[src/assert_macros.svh]
// ----------------------------------------------------------------------------
// assert_macros.svh
// shared concurrent assertion macros for the way tag store
// ----------------------------------------------------------------------------
`ifndef ASSERT_MACROS_SVH
`define ASSERT_MACROS_SVH

// same-cycle implication, disabled during reset
`define ASSERT_IMPLIES(label, clk, rst, ante, cons) \
   label: assert property (@(posedge clk) disable iff (rst) (ante) |-> (cons)) \
      else $error("assertion failed: same-cycle implication");

// next-cycle implication, disabled during reset
`define ASSERT_NEXT(label, clk, rst, ante, cons) \
   label: assert property (@(posedge clk) disable iff (rst) (ante) |=> (cons)) \
      else $error("assertion failed: next-cycle implication");

`endif

[src/wctag_pkg.sv]
// ----------------------------------------------------------------------------
// wctag_pkg
// shared constants, codes and types of the write-back way tag store
// ----------------------------------------------------------------------------
package wctag_pkg;

   // geometry
   localparam int INDEX_BITS = 8;
   localparam int ADDR_BITS  = 32;
   localparam int LINES      = 1 << INDEX_BITS;
   localparam int TAG_BITS   = ADDR_BITS - INDEX_BITS;
   localparam int AGE_BITS   = 4;

   // port widths
   localparam int OP_BITS        = 3;
   localparam int IN_ADDR_BITS   = 32;
   localparam int STATUS_BITS    = 2;
   localparam int OUT_ADDR_BITS  = 32;
   localparam int OUT_TAG_BITS   = 24;
   localparam int OFFSET_BITS    = 5;
   localparam int CNT_BITS       = 3;
   localparam int CSR_INDEX_BITS = 2;
   localparam int CSR_DATA_BITS  = 8;

   // largest age counter width in use
   localparam logic [CNT_BITS-1:0] CNT_MAX = CNT_BITS'(AGE_BITS);

   // configuration reset values
   localparam logic [OFFSET_BITS-1:0] OFFSET_RESET  = OFFSET_BITS'(6);
   localparam logic [CNT_BITS-1:0]    COUNTER_RESET = CNT_BITS'(2);

   // queue between front and back
   localparam int QUEUE_DEPTH    = 2;
   localparam int QUEUE_PTR_BITS = $clog2(QUEUE_DEPTH);
   localparam int QUEUE_CNT_BITS = $clog2(QUEUE_DEPTH + 1);

   // operation codes
   localparam logic [OP_BITS-1:0] OP_READ  = OP_BITS'(0);
   localparam logic [OP_BITS-1:0] OP_WRITE = OP_BITS'(1);
   localparam logic [OP_BITS-1:0] OP_FILL  = OP_BITS'(2);
   localparam logic [OP_BITS-1:0] OP_FLUSH = OP_BITS'(3);
   localparam logic [OP_BITS-1:0] OP_AGE   = OP_BITS'(4);

   // status codes
   localparam logic [STATUS_BITS-1:0] STATUS_HIT       = STATUS_BITS'(0);
   localparam logic [STATUS_BITS-1:0] STATUS_MISS      = STATUS_BITS'(1);
   localparam logic [STATUS_BITS-1:0] STATUS_WRITEBACK = STATUS_BITS'(2);

   // register indexes
   localparam logic [CSR_INDEX_BITS-1:0] CSR_OFFSET_BITS  = CSR_INDEX_BITS'(0);
   localparam logic [CSR_INDEX_BITS-1:0] CSR_COUNTER_BITS = CSR_INDEX_BITS'(1);

   // decoded request kind
   typedef enum logic [2:0] {
      KIND_READ,
      KIND_WRITE,
      KIND_FILL,
      KIND_FLUSH,
      KIND_AGE,
      KIND_OTHER
   } kind_type;

   // classified request handed from front to back
   typedef struct packed {
      kind_type              kind;
      logic [INDEX_BITS-1:0] line;
      logic [TAG_BITS-1:0]   tag;
      logic                  fill_dirty;
      logic [AGE_BITS-1:0]   fill_age;
   } item_type;

   // queue status seen by front and back
   typedef struct packed {
      logic not_empty;
      logic full;
   } queue_status_type;

   // one word of the tag memory
   typedef struct packed {
      logic [TAG_BITS-1:0] tag;
      logic                dirty;
      logic [AGE_BITS-1:0] age;
   } entry_type;

   localparam int ENTRY_BITS = $bits(entry_type);

endpackage

[src/wctag_front.sv]
// ----------------------------------------------------------------------------
// wctag_front
// takes requests and configuration writes, splits the address, classifies
// ----------------------------------------------------------------------------
module wctag_front (
   input  logic                                  clock,
   input  logic                                  reset,
   input  logic                                  start,
   output logic                                  busy,
   input  logic [wctag_pkg::OP_BITS-1:0]         req_operation,
   input  logic [wctag_pkg::IN_ADDR_BITS-1:0]    req_address,
   input  logic                                  req_fill_dirty,
   input  logic                                  csr_valid,
   output logic                                  csr_ready,
   input  logic [wctag_pkg::CSR_INDEX_BITS-1:0]  csr_index,
   input  logic [wctag_pkg::CSR_DATA_BITS-1:0]   csr_wdata,
   input  wctag_pkg::queue_status_type           q_status,
   output logic                                  push,
   output wctag_pkg::item_type                   push_item
);
   import wctag_pkg::*;

   logic [OFFSET_BITS-1:0] offset_ff, offset_in;
   logic [CNT_BITS-1:0]    counter_ff, counter_in;
   logic [ADDR_BITS-1:0]   addr_used;
   logic [ADDR_BITS-1:0]   addr_shifted;
   logic [CNT_BITS-1:0]    cnt_clamped;
   logic [AGE_BITS:0]      age_span;
   item_type               item;

   // configuration registers, always ready
   assign csr_ready = 1'b1;

   always_comb begin
      offset_in  = offset_ff;
      counter_in = counter_ff;
      if (csr_valid) begin
         case (csr_index)
            CSR_OFFSET_BITS:  offset_in  = csr_wdata[OFFSET_BITS-1:0];
            CSR_COUNTER_BITS: counter_in = csr_wdata[CNT_BITS-1:0];
            default:          offset_in  = offset_ff;
         endcase
      end
   end

   always_ff @(posedge clock) begin
      if (reset) begin
         offset_ff  <= OFFSET_RESET;
         counter_ff <= COUNTER_RESET;
      end else begin
         offset_ff  <= offset_in;
         counter_ff <= counter_in;
      end
   end

   // address split for lookups
   assign addr_used    = req_address[ADDR_BITS-1:0];
   assign addr_shifted = addr_used >> offset_ff;

   // age loaded on fill: all ones in the clamped counter width
   assign cnt_clamped = (counter_ff > CNT_MAX) ? CNT_MAX : counter_ff;
   assign age_span    = (AGE_BITS+1)'(1) << cnt_clamped;

   // classify the request
   always_comb begin
      item.line       = addr_used[INDEX_BITS-1:0];
      item.tag        = addr_used[ADDR_BITS-1:INDEX_BITS];
      item.fill_dirty = req_fill_dirty;
      item.fill_age   = AGE_BITS'(age_span - (AGE_BITS+1)'(1));
      case (req_operation)
         OP_READ:  item.kind = KIND_READ;
         OP_WRITE: item.kind = KIND_WRITE;
         OP_FILL:  item.kind = KIND_FILL;
         OP_FLUSH: item.kind = KIND_FLUSH;
         OP_AGE:   item.kind = KIND_AGE;
         default:  item.kind = KIND_OTHER;
      endcase
      if (item.kind == KIND_READ || item.kind == KIND_WRITE) begin
         item.line = addr_shifted[INDEX_BITS-1:0];
         item.tag  = addr_shifted[ADDR_BITS-1:INDEX_BITS];
      end
   end

   // request handshake toward the queue
   assign busy      = q_status.full;
   assign push      = start && !q_status.full;
   assign push_item = item;

endmodule

[config.mk]
export PLATFORM = sky130hd
export DESIGN_NAME = wctag_front
export DESIGN_NICKNAME = d
export VERILOG_FILES = /design/src/assert_macros.svh /design/src/wctag_pkg.sv /design/src/wctag_front.sv
export SDC_FILE = /design/constraint.sdc
export NUM_CORES = 1
export LEC_CHECK = 0
export BUFFER_PORTS_ARGS = -buffer_cell sky130_fd_sc_hd__buf_4
export CAP_MARGIN = 25
export CORE_UTILIZATION = 55
export CTS_CLUSTER_SIZE = 12
export DETAILED_ROUTE_END_ITERATION = 10
export PLACE_DENSITY = 0.88
export SETUP_SLACK_MARGIN = 0.02
export SKIP_CTS_REPAIR_TIMING = 1
export SKIP_LAST_GASP = 1
export SYNTH_ARGS = -nofsm -noshare
export SYNTH_HDL_FRONTEND = slang
export SYNTH_SLANG_ARGS = --single-unit
[constraint.sdc]
create_clock -name clock -period 3.2 [get_ports clock]
set_clock_uncertainty 0.1 [all_clocks]
set_input_delay 0.48 -clock clock [delete_from_list [all_inputs] [get_ports clock]]
set_output_delay 0.48 -clock clock [all_outputs]
set_load 0.02 [all_outputs]
==> results.sh <==
export IMPL_crit_end="push_item[29]"
export IMPL_final_core_util_pct=73.2
export IMPL_design_die_area_um2=4830
export IMPL_crit_type="flop to output port"
export IMPL_regToRegEndpoint="offset_ff[1]"
export IMPL_swShare_pct=43.2
export IMPL_drive_gt1_share_pct=43.3
export IMPL_dp_cells=416
export IMPL_p_sw_uw=323
export IMPL_syn_area_um2=2500
export IMPL_clockBufferDepth=2
export IMPL_synth_ff_type="dfxtp_1"
export IMPL_top_layer_used="met4"
export IMPL_worstSetupStartpointType="flop"
export IMPL_max_freq_ghz=0.332
export IMPL_clkPwrFrac_pct=16.6
export IMPL_cap_violations=0
export IMPL_cts_buffers=3
export IMPL_num_vias=2976
export IMPL_final_antenna_net_count=0
export IMPL_endpoint_kind="output port"
export IMPL_synth_distinct_cells=55
export IMPL_tns_ns=0
export IMPL_crit_fanout=34
export IMPL_initial_core_util_pct=57.5
export IMPL_ys_seq_area_share_pct=6.39
export IMPL_period_needed_ns=3.01
export IMPL_core_area_um2=4350
export IMPL_insertedDiodeCount=0
export IMPL_power_frac_comb_pct=68.5
export IMPL_die_width_um=69.5
export IMPL_finalWorstSetupSlack_ns=0.185
export IMPL_syn_inst=298
export IMPL_grt_pass1_vias=2790
export IMPL_cts_tree="yes"
export IMPL_grt_pass1_wl_mm=13.9
export IMPL_hp_class="primary input to flop"
export IMPL_via_per_inst=7.10
export IMPL_rr_startpoint="offset_ff[1]"
export IMPL_fillers=369
export IMPL_worstPathRequired_ns=2.62
export IMPL_clk_insertion_delay_late_ns=0.23
export IMPL_routed_wl_met2_mm=4.09
export IMPL_port_buffers=87
export IMPL_rows=24
export IMPL_holdWs_ns=0.362
export IMPL_intPower_uw=425
export IMPL_maxSlewHeadroom_pct=34.0
export IMPL_finalSetupViolations=0
export IMPL_synth_fp_nets=350
export IMPL_die_h_um=69.5
export IMPL_worstMarginPinSlew_ns=0.988
export IMPL_grt_start_max_net_pins=35
export IMPL_drcViolationCount=0
export IMPL_hpwlAfterDp_mm=6.62
export IMPL_async_reset_ff_share_pct=0
export IMPL_clockRootBuffer="clkbuf_8"
export IMPL_powerDensity_nw_per_um2=235
export IMPL_antenna_found_initial=0
export IMPL_synth_area_per_cell_um2=8.41
export IMPL_status="complete, no violations"
export IMPL_worstRegToRegCells=4
export IMPL_synth_edff_count=0
export IMPL_initialDrtViolationCount=416
export IMPL_rrSetupSlack_ns=1.56
export IMPL_num_nets_final=421
export IMPL_grt_total_usage_pct=36.6
export IMPL_first_pass_iters=5
export IMPL_drt_wl_total_mm=8.87
export IMPL_overflow=0
export IMPL_slew_viol_final=0
export IMPL_clock_sinks=8
export IMPL_wl_per_cell_um=21.2
export IMPL_seqPwrFrac_pct=14.9
export IMPL_rsz0062_at_grt="no"
export IMPL_ir_drop_mv=0.299
export IMPL_met3_wirelength_mm=1.17
export IMPL_worstPathArrival_ns=2.43
export IMPL_gp_congestion=0.960
export IMPL_syn2layout_area_growth_pct=27.2
export IMPL_synth_seq_cells=8
export IMPL_wl_met1_mm=3.17
export IMPL_h_tree_depth=1
export IMPL_post_route_period_util_pct=94.2
export IMPL_layoutNonFillerInstCount=419
export IMPL_clk_pin_slew_ns=0.04
export IMPL_hold_violations=0
export IMPL_cp_startpoint="offset_ff[0]"
export IMPL_pre_cts_ws_ns=0.446
export IMPL_power_leakage_uw=0.00132
export IMPL_ios=95
export IMPL_ys_warn_count=0
-- power by group through the flow --
| stage | logic, uW | clock network (uW) | registers, uW |
|---|---|---|---|
| 6_report | 513 | 124 | 111 |
| 5_1_grt | 539 | 131 | 112 |
| 4_1_cts | 503 | 126 | 111 |
| 3_5_place_dp | 500 | 0 | 113 |
| 3_3_place_gp | 494 | 0 | 112 |
| 2_1_floorplan | 318 | 0 | 108 |
-- through the flow --
step,total power [uW],cell area (um2)
floorplan,426,2500
global placement,606,3140
detailed placement,613,3140
CTS,740,3190
global route,782,3190
finish,748,3190
-- sequential cells by signal, summed over array words and instances (netlist names) --
name / count
offset_ff: 5
counter_ff: 3
-- placed cells by master, fill, tap and decap left out, types with 4 or more instances in the layout --
cell type,netlist,final
mux2_2,22,22
and2_1,4,4
a22o_1,9,9
mux2i_1,31,31
a211o_1,6,6
a21oi_1,9,9
nor2_1,30,30
o21ai_0,14,14
nor3_1,7,7
mux4_2,27,27
dfxtp_1,8,7
nand3_1,6,6
nand2_1,34,34
nor2b_1,4,4
buf_4,4,99
-- cells by family after synthesis --
group | count (synthesis) | share of synthesized area, %
buffers and inverters | 40 | 8.49
flip-flops | 8 | 6.39
multiplexers | 81 | 47.2
AND/OR/NAND/NOR | 98 | 17.6
other | 1 | 0.150
AO/OA/AOI/OAI | 70 | 20.2
-- worst max-delay path: stages (launching register included) --
cell and delay [ns]:
dfxtp_2 0.37, buf_12 0.24, mux4_2 0.56, mux2_2 0.30, mux2i_1 0.28, a2bb2oi_1 0.19
o21ai_1 0.08, buf_4 0.17
-- layer usage --
metal / vias to the layer above / track usage [%]
met3: 55 / 6.98
met2: 248 / 56.7
li1: 1287 / -
met4: 0 / 18.4
met5: - / 0
met1: 1386 / 48.6
-- worst min path at each step --
stage                   from            end  slack, ns  cells after the start
2_1_floorplan  counter_ff[1]  counter_ff[1]       0.36                      1
3_3_place_gp   counter_ff[1]  counter_ff[1]       0.39                      1
3_5_place_dp   counter_ff[1]  counter_ff[1]       0.39                      1
4_1_cts         csr_wdata[1]   offset_ff[1]       0.36                      2
5_1_grt         csr_wdata[2]   offset_ff[2]       0.36                      2
6_report        csr_wdata[2]   offset_ff[2]       0.36                      2
-- cell usage after synthesis, drive strengths merged (3+ instances only) --
cell type	count	area, um2
a221o	3	30.0
and2	4	25.0
mux4	27	608
a31oi	3	18.8
nor3	7	35.0
o21ai	16	80.1
clkbuf	16	60.1
nor2b	4	25.0
a211oi	3	22.5
a21oi	9	45.0
a22o	9	78.8
mux2	23	263
mux2i	31	310
nor2	30	113
a211o	6	52.6
nand3	6	30.0
dfxtp	8	160
inv	6	22.5
nand2	34	128
buf	18	130
-- final cells by class --
cell class / count / area [um2] / share of cell area, %
clock buffer: 3 / 41.3 / 1.30
inverter: 6 / 22.5 / 0.707
tap: 52 / 65.1 / 2.04
timing repair buffer: 100 / 763 / 24.0
multi-input combinational: 250 / 2130 / 66.9
sequential: 8 / 161 / 5.07
Power figures use the tool's default switching activity.
