**src/assert_macros.svh**
```systemverilog
// ----------------------------------------------------------------------------
// assert_macros.svh
// shared concurrent assertion macros for the way tag store
// ----------------------------------------------------------------------------
`ifndef ASSERT_MACROS_SVH
`define ASSERT_MACROS_SVH

// same-cycle implication, disabled during reset
`define ASSERT_IMPLIES(label, clk, rst, ante, cons) \
   label: assert property (@(posedge clk) disable iff (rst) (ante) |-> (cons)) \
      else $error("assertion failed: same-cycle implication");

// next-cycle implication, disabled during reset
`define ASSERT_NEXT(label, clk, rst, ante, cons) \
   label: assert property (@(posedge clk) disable iff (rst) (ante) |=> (cons)) \
      else $error("assertion failed: next-cycle implication");

`endif

```
**src/wctag_pkg.sv**
```systemverilog
// ----------------------------------------------------------------------------
// wctag_pkg
// shared constants, codes and types of the write-back way tag store
// ----------------------------------------------------------------------------
package wctag_pkg;

   // geometry
   localparam int INDEX_BITS = 8;
   localparam int ADDR_BITS  = 32;
   localparam int LINES      = 1 << INDEX_BITS;
   localparam int TAG_BITS   = ADDR_BITS - INDEX_BITS;
   localparam int AGE_BITS   = 4;

   // port widths
   localparam int OP_BITS        = 3;
   localparam int IN_ADDR_BITS   = 32;
   localparam int STATUS_BITS    = 2;
   localparam int OUT_ADDR_BITS  = 32;
   localparam int OUT_TAG_BITS   = 24;
   localparam int OFFSET_BITS    = 5;
   localparam int CNT_BITS       = 3;
   localparam int CSR_INDEX_BITS = 2;
   localparam int CSR_DATA_BITS  = 8;

   // largest age counter width in use
   localparam logic [CNT_BITS-1:0] CNT_MAX = CNT_BITS'(AGE_BITS);

   // configuration reset values
   localparam logic [OFFSET_BITS-1:0] OFFSET_RESET  = OFFSET_BITS'(6);
   localparam logic [CNT_BITS-1:0]    COUNTER_RESET = CNT_BITS'(2);

   // queue between front and back
   localparam int QUEUE_DEPTH    = 2;
   localparam int QUEUE_PTR_BITS = $clog2(QUEUE_DEPTH);
   localparam int QUEUE_CNT_BITS = $clog2(QUEUE_DEPTH + 1);

   // operation codes
   localparam logic [OP_BITS-1:0] OP_READ  = OP_BITS'(0);
   localparam logic [OP_BITS-1:0] OP_WRITE = OP_BITS'(1);
   localparam logic [OP_BITS-1:0] OP_FILL  = OP_BITS'(2);
   localparam logic [OP_BITS-1:0] OP_FLUSH = OP_BITS'(3);
   localparam logic [OP_BITS-1:0] OP_AGE   = OP_BITS'(4);

   // status codes
   localparam logic [STATUS_BITS-1:0] STATUS_HIT       = STATUS_BITS'(0);
   localparam logic [STATUS_BITS-1:0] STATUS_MISS      = STATUS_BITS'(1);
   localparam logic [STATUS_BITS-1:0] STATUS_WRITEBACK = STATUS_BITS'(2);

   // register indexes
   localparam logic [CSR_INDEX_BITS-1:0] CSR_OFFSET_BITS  = CSR_INDEX_BITS'(0);
   localparam logic [CSR_INDEX_BITS-1:0] CSR_COUNTER_BITS = CSR_INDEX_BITS'(1);

   // decoded request kind
   typedef enum logic [2:0] {
      KIND_READ,
      KIND_WRITE,
      KIND_FILL,
      KIND_FLUSH,
      KIND_AGE,
      KIND_OTHER
   } kind_type;

   // classified request handed from front to back
   typedef struct packed {
      kind_type              kind;
      logic [INDEX_BITS-1:0] line;
      logic [TAG_BITS-1:0]   tag;
      logic                  fill_dirty;
      logic [AGE_BITS-1:0]   fill_age;
   } item_type;

   // queue status seen by front and back
   typedef struct packed {
      logic not_empty;
      logic full;
   } queue_status_type;

   // one word of the tag memory
   typedef struct packed {
      logic [TAG_BITS-1:0] tag;
      logic                dirty;
      logic [AGE_BITS-1:0] age;
   } entry_type;

   localparam int ENTRY_BITS = $bits(entry_type);

endpackage

```
**src/wctag_queue.sv**
```systemverilog
// ----------------------------------------------------------------------------
// wctag_queue
// short request queue between front and back
// ----------------------------------------------------------------------------
`include "assert_macros.svh"

module wctag_queue (
   input  logic                         clock,
   input  logic                         reset,
   input  logic                         push,
   input  wctag_pkg::item_type          push_item,
   input  logic                         pop,
   output wctag_pkg::item_type          head,
   output wctag_pkg::queue_status_type  q_status
);
   import wctag_pkg::*;

   item_type                  slot_ff [QUEUE_DEPTH];
   logic [QUEUE_PTR_BITS-1:0] wr_ptr_ff, wr_ptr_in;
   logic [QUEUE_PTR_BITS-1:0] rd_ptr_ff, rd_ptr_in;
   logic [QUEUE_CNT_BITS-1:0] count_ff, count_in;

   // pointer and count update
   always_comb begin
      wr_ptr_in = wr_ptr_ff;
      rd_ptr_in = rd_ptr_ff;
      count_in  = count_ff;
      if (push) begin
         wr_ptr_in = (wr_ptr_ff == QUEUE_PTR_BITS'(QUEUE_DEPTH - 1)) ?
                     '0 : wr_ptr_ff + QUEUE_PTR_BITS'(1);
      end
      if (pop) begin
         rd_ptr_in = (rd_ptr_ff == QUEUE_PTR_BITS'(QUEUE_DEPTH - 1)) ?
                     '0 : rd_ptr_ff + QUEUE_PTR_BITS'(1);
      end
      if (push && !pop) begin
         count_in = count_ff + QUEUE_CNT_BITS'(1);
      end else if (pop && !push) begin
         count_in = count_ff - QUEUE_CNT_BITS'(1);
      end
   end

   always_ff @(posedge clock) begin
      if (reset) begin
         wr_ptr_ff <= '0;
         rd_ptr_ff <= '0;
         count_ff  <= '0;
      end else begin
         wr_ptr_ff <= wr_ptr_in;
         rd_ptr_ff <= rd_ptr_in;
         count_ff  <= count_in;
      end
   end

   // payload slots
   always_ff @(posedge clock) begin
      if (push) begin
         slot_ff[wr_ptr_ff] <= push_item;
      end
   end

   assign head               = slot_ff[rd_ptr_ff];
   assign q_status.not_empty = (count_ff != '0);
   assign q_status.full      = (count_ff == QUEUE_CNT_BITS'(QUEUE_DEPTH));

   // checks
   `ASSERT_IMPLIES(a_pop_not_empty, clock, reset, pop, count_ff != '0)
   `ASSERT_IMPLIES(a_push_has_room, clock, reset, push, !q_status.full || pop)

endmodule

```
**config.mk**
```make
export PLATFORM = sky130hd
export DESIGN_NAME = wctag_queue
export DESIGN_NICKNAME = d
export VERILOG_FILES = /design/src/wctag_pkg.sv /design/src/wctag_queue.sv
export VERILOG_INCLUDE_DIRS = /design/src /design/src/src
export SDC_FILE = /design/constraint.sdc
export NUM_CORES = 1
export LEC_CHECK = 0
export CAP_MARGIN = 30
export CORE_AREA = 4 4 110 112
export DETAILED_ROUTE_END_ITERATION = 10
export DIE_AREA = 0 0 114 116
export DONT_BUFFER_PORTS = 1
export GPL_TIMING_DRIVEN = 0
export PLACE_DENSITY_LB_ADDON = 0.05
export SLEW_MARGIN = 15
export SYNTH_ARGS = -nofsm -noshare
export SYNTH_HDL_FRONTEND = slang
export SYNTH_SLANG_ARGS = --single-unit
```
**constraint.sdc**
```tcl
create_clock -name clock -period 2.7 [get_ports clock]
set_clock_uncertainty 0.05 [all_clocks]
set_input_delay 0.27 -clock clock [delete_from_list [all_inputs] [get_ports clock]]
set_output_delay 0.27 -clock clock [all_outputs]
set_load 0.01 [all_outputs]
```
==> flow_results.xml <==
<?xml version="1.0" encoding="UTF-8"?>
<metrics>
  <group name="logic_synthesis">
    <metric name="synth_warnings" unit="">0</metric>
    <metric name="synthesized_cell_area" unit="um^2">3080</metric>
    <metric name="yosys.area.top_type" unit="">sky130_fd_sc_hd__edfxtp_1</metric>
    <metric name="yosys.cell_types.count" unit="">16</metric>
    <metric name="sequential_fraction_of_the_synthesis_area" unit="%">81.2</metric>
    <metric name="ys_seq_elements" unit="">85</metric>
    <metric name="synth.top_cell.area_share" unit="%">77.9</metric>
    <metric name="avgSynthCellArea" unit="um^2">21.1</metric>
    <metric name="total_nets_after_synthesis" unit="">191</metric>
    <metric name="syn-instance-count" unit="">146</metric>
    <metric name="netlist_top_cells_area" unit="">sky130_fd_sc_hd__edfxtp_1, sky130_fd_sc_hd__mux2_2, sky130_fd_sc_hd__dfxtp_1</metric>
  </group>
  <group name="grt">
    <metric name="gr-total-overflow" unit="">0</metric>
    <metric name="grt_pass1_wl" unit="um">8490</metric>
    <metric name="antenna_found_initial" unit="">0</metric>
    <metric name="grtUsageTotal" unit="%">8.83</metric>
    <metric name="maximum_number_of_pins_on_one_net_before_global_route_repair" unit="">24</metric>
    <metric name="grt_pass1_vias" unit="">1638</metric>
  </group>
  <group name="route">
    <metric name="detail_route.wl_per_cell" unit="um">16.2</metric>
    <metric name="drt-initial-drc-count" unit="">29</metric>
    <metric name="route.detailed.drc" unit="">0</metric>
    <metric name="vias_post_dr" unit="">1454</metric>
    <metric name="finalWirelength" unit="um">5650</metric>
    <metric name="1st_pass_router_iterations" unit="">4</metric>
    <metric name="detail_route.vias_per_cell" unit="">4.18</metric>
    <metric name="drtAntennaViolNets" unit="">0</metric>
  </group>
  <group name="worst_setup_path">
    <metric name="crit_end" unit="">head[24]</metric>
    <metric name="cp_max_fo" unit="">10</metric>
    <metric name="timing.critical_path.from_type" unit="">flip-flop</metric>
    <metric name="critPathRequiredTime" unit="ps">2380</metric>
    <metric name="worst-r2r-setup-slack" unit="ps">1170</metric>
    <metric name="worst_path_max_delay_cell" unit="">sky130_fd_sc_hd__mux2_2</metric>
    <metric name="worst_setup_path_type" unit="">flip-flop to output port</metric>
    <metric name="critPathCaptureType" unit="">output port</metric>
    <metric name="critPathArrivalTime" unit="ps">1450</metric>
    <metric name="regToRegStartpoint" unit="">wr_ptr_ff$_SDFFE_PP0P_</metric>
    <metric name="critical_path.max_stage_delay" unit="ps">420</metric>
    <metric name="reg2reg_to" unit="">slot_ff[1][6]$_DFFE_PP_</metric>
    <metric name="crit_chain" unit="">buf_2, mux2_2</metric>
    <metric name="rr_worst_depth" unit="">2</metric>
  </group>
  <group name="die">
    <metric name="placement_rows" unit="">39</metric>
    <metric name="fp.dieW" unit="um">114</metric>
    <metric name="fp.coreArea" unit="um^2">11200</metric>
    <metric name="die_height" unit="um">116</metric>
    <metric name="dieArea" unit="um^2">13200</metric>
    <metric name="floorplan.initialDensity" unit="%">27.5</metric>
    <metric name="io_pins" unit="">86</metric>
  </group>
  <group name="clock_tree">
    <metric name="cts_num_sinks" unit="">85</metric>
    <metric name="cts-hold-fix-buffers" unit="">41</metric>
    <metric name="cts-buffers-inserted" unit="">9</metric>
    <metric name="cts-htree-levels" unit="">3</metric>
    <metric name="cts_tree" unit="">done</metric>
    <metric name="max-clock-path-buffers" unit="">2</metric>
    <metric name="post_cts.resized_instances" unit="">0</metric>
    <metric name="cts_root_buf" unit="">sky130_fd_sc_hd__clkbuf_16</metric>
    <metric name="clk_pin_slew" unit="ps">60</metric>
    <metric name="worstSkewPairLatency" unit="ps">320</metric>
    <metric name="postCtsSetupRepairBufs" unit="">0</metric>
  </group>
  <group name="placed_design">
    <metric name="buffer_ports.inserted" unit="">0</metric>
    <metric name="placement.cell_area" unit="um^2">3310</metric>
    <metric name="weighted_congestion_at_the_end_of_routability_driven_global_placement" unit="">0.629</metric>
    <metric name="place.detailed.hpwl" unit="um">3890</metric>
  </group>
  <group name="sta">
    <metric name="worstMarginPinSlew" unit="ps">599</metric>
    <metric name="final_min_period_over_clock_period" unit="%">65.5</metric>
    <metric name="final_period_minus_worst_setup_slack" unit="ps">1770</metric>
    <metric name="setup_viol_count_final" unit="">0</metric>
    <metric name="fmax" unit="MHz">566</metric>
    <metric name="setup_tns_final" unit="ps">0</metric>
    <metric name="grt_setup_unrepaired" unit="">false</metric>
    <metric name="finalHoldViolations" unit="">0</metric>
    <metric name="maxSlewViolCount" unit="">0</metric>
    <metric name="worst_case_headroom_to_the_max_slew_limit" unit="%">60.0</metric>
  </group>
  <group name="cells_and_area">
    <metric name="layout.cell_area.non_filler" unit="um^2">4020</metric>
    <metric name="total_nets_final" unit="">245</metric>
    <metric name="area_growth" unit="%">30.4</metric>
    <metric name="drive_above_1_share" unit="%">31.7</metric>
    <metric name="antenna_cells" unit="">0</metric>
  </group>
  <group name="hold_path">
    <metric name="hold_path.startpoint" unit="">push</metric>
    <metric name="worstHoldPathType" unit="">input pin to flip-flop</metric>
  </group>
  <group name="run">
    <metric name="cap_violations" unit="">0</metric>
  </group>
  <group name="power_and_ir_drop">
    <metric name="p_leak" unit="uW">0.00136</metric>
    <metric name="irDropWorstVdd" unit="uV">239</metric>
    <metric name="power.density" unit="nW/um^2">759</metric>
  </group>
  <group name="outcome">
    <metric name="status" unit="">completed</metric>
  </group>
</metrics>
flip-flops by register name, summed over array words and instances, names as in the netlist, named ones only:
register and count:
slot_ff 80, wr_ptr_ff 1, rd_ptr_ff 1, count_ff 2
worst max-delay path, delay by kind of cell (launching register included):
kind / cells / cell delay, ps
buffers and inverters: 1 / 300
flip-flops: 1 / 400
multiplexers: 1 / 420
cell type report:
cell class                 instances  area [um^2]
timing repair buffer              43          450
fill                            1067         7200
inverter                           1         3.75
clock buffer                       9          225
multi-input combinational         56          566
tap                              143          179
buffer                             4         20.0
sequential                        85         2500
clock inverter                     7         72.6
synth_stat cells, drive strengths merged:
| library cell | count |
|---|---|
| inv | 1 |
| or2 | 1 |
| edfxtp | 80 |
| o21ai | 1 |
| mux2 | 40 |
| nor2b | 1 |
| and2 | 1 |
| ha | 1 |
| xor2 | 2 |
| or3 | 1 |
| and2b | 1 |
| buf | 4 |
| a21oi | 1 |
| xnor2 | 2 |
| nor2 | 4 |
| dfxtp | 5 |
metrics by stage:
step	cells	hold slack, ps	setup WS, ps	utilization (%)	total power, uW
6_report	348	54.2	932	35.8	3050
3_5_place_dp	291	294	1130	29.5	1840
3_3_place_gp	289	292	-1030	29.1	1820
4_1_cts	348	43.2	862	35.8	3120
2_1_floorplan	146	289	88.8	-	1770
5_1_grt	348	41.1	820	35.8	3200
cell usage in the layout (no fill, tap or decap), types with 2 or more instances in the layout:
master	synthesis	layout
sky130_fd_sc_hd__buf_2	4	4
sky130_fd_sc_hd__xnor2_1	2	2
sky130_fd_sc_hd__buf_12	0	2
sky130_fd_sc_hd__nor2_1	4	4
sky130_fd_sc_hd__dlygate4sd3_1	0	41
sky130_fd_sc_hd__mux2_2	40	40
sky130_fd_sc_hd__edfxtp_1	80	80
sky130_fd_sc_hd__dfxtp_1	5	5
sky130_fd_sc_hd__inv_6	0	3
sky130_fd_sc_hd__clkbuf_16	0	9
sky130_fd_sc_hd__xor2_1	2	2
per-layer routing:
metal	track usage, %	part of all wire [%]	routed length [um]
met5	0	0	0
met4	4.99	1.6	91
met3	4.23	8.6	488
met2	15.9	55	3100
met1	8.16	35	1960
worst min-delay path by stage:
stage | depth (start not counted) | slack [ps] | endpoint
2_1_floorplan | 1 | 290 | count_ff[1]$_SDFFE_PP0P_
4_1_cts | 2 | 40 | wr_ptr_ff$_SDFFE_PP0P_
5_1_grt | 2 | 40 | wr_ptr_ff$_SDFFE_PP0P_
3_5_place_dp | 1 | 290 | count_ff[1]$_SDFFE_PP0P_
3_3_place_gp | 1 | 290 | count_ff[1]$_SDFFE_PP0P_
6_report | 2 | 50 | wr_ptr_ff$_SDFFE_PP0P_
kinds of logic after synthesis:
group                      share of synthesized area [%]
adders and majority gates                          0.406
AOI/OAI and AO/OA                                  0.324
buffers and inverters                              0.771
xor gates and xnor gates                            1.14
muxes                                               14.6
and+or+nand+nor                                     1.58
DFF                                                 81.2
power by group:
| part | leakage [uW] | switching [uW] | internal, uW |
|---|---|---|---|
| Combinational | 0.000419 | 159 | 137 |
| Sequential | 0.000792 | 23.0 | 1530 |
| Clock | 0.000144 | 476 | 720 |
| Total | 0.00136 | 658 | 2390 |
(Power assumes the default switching activity.)
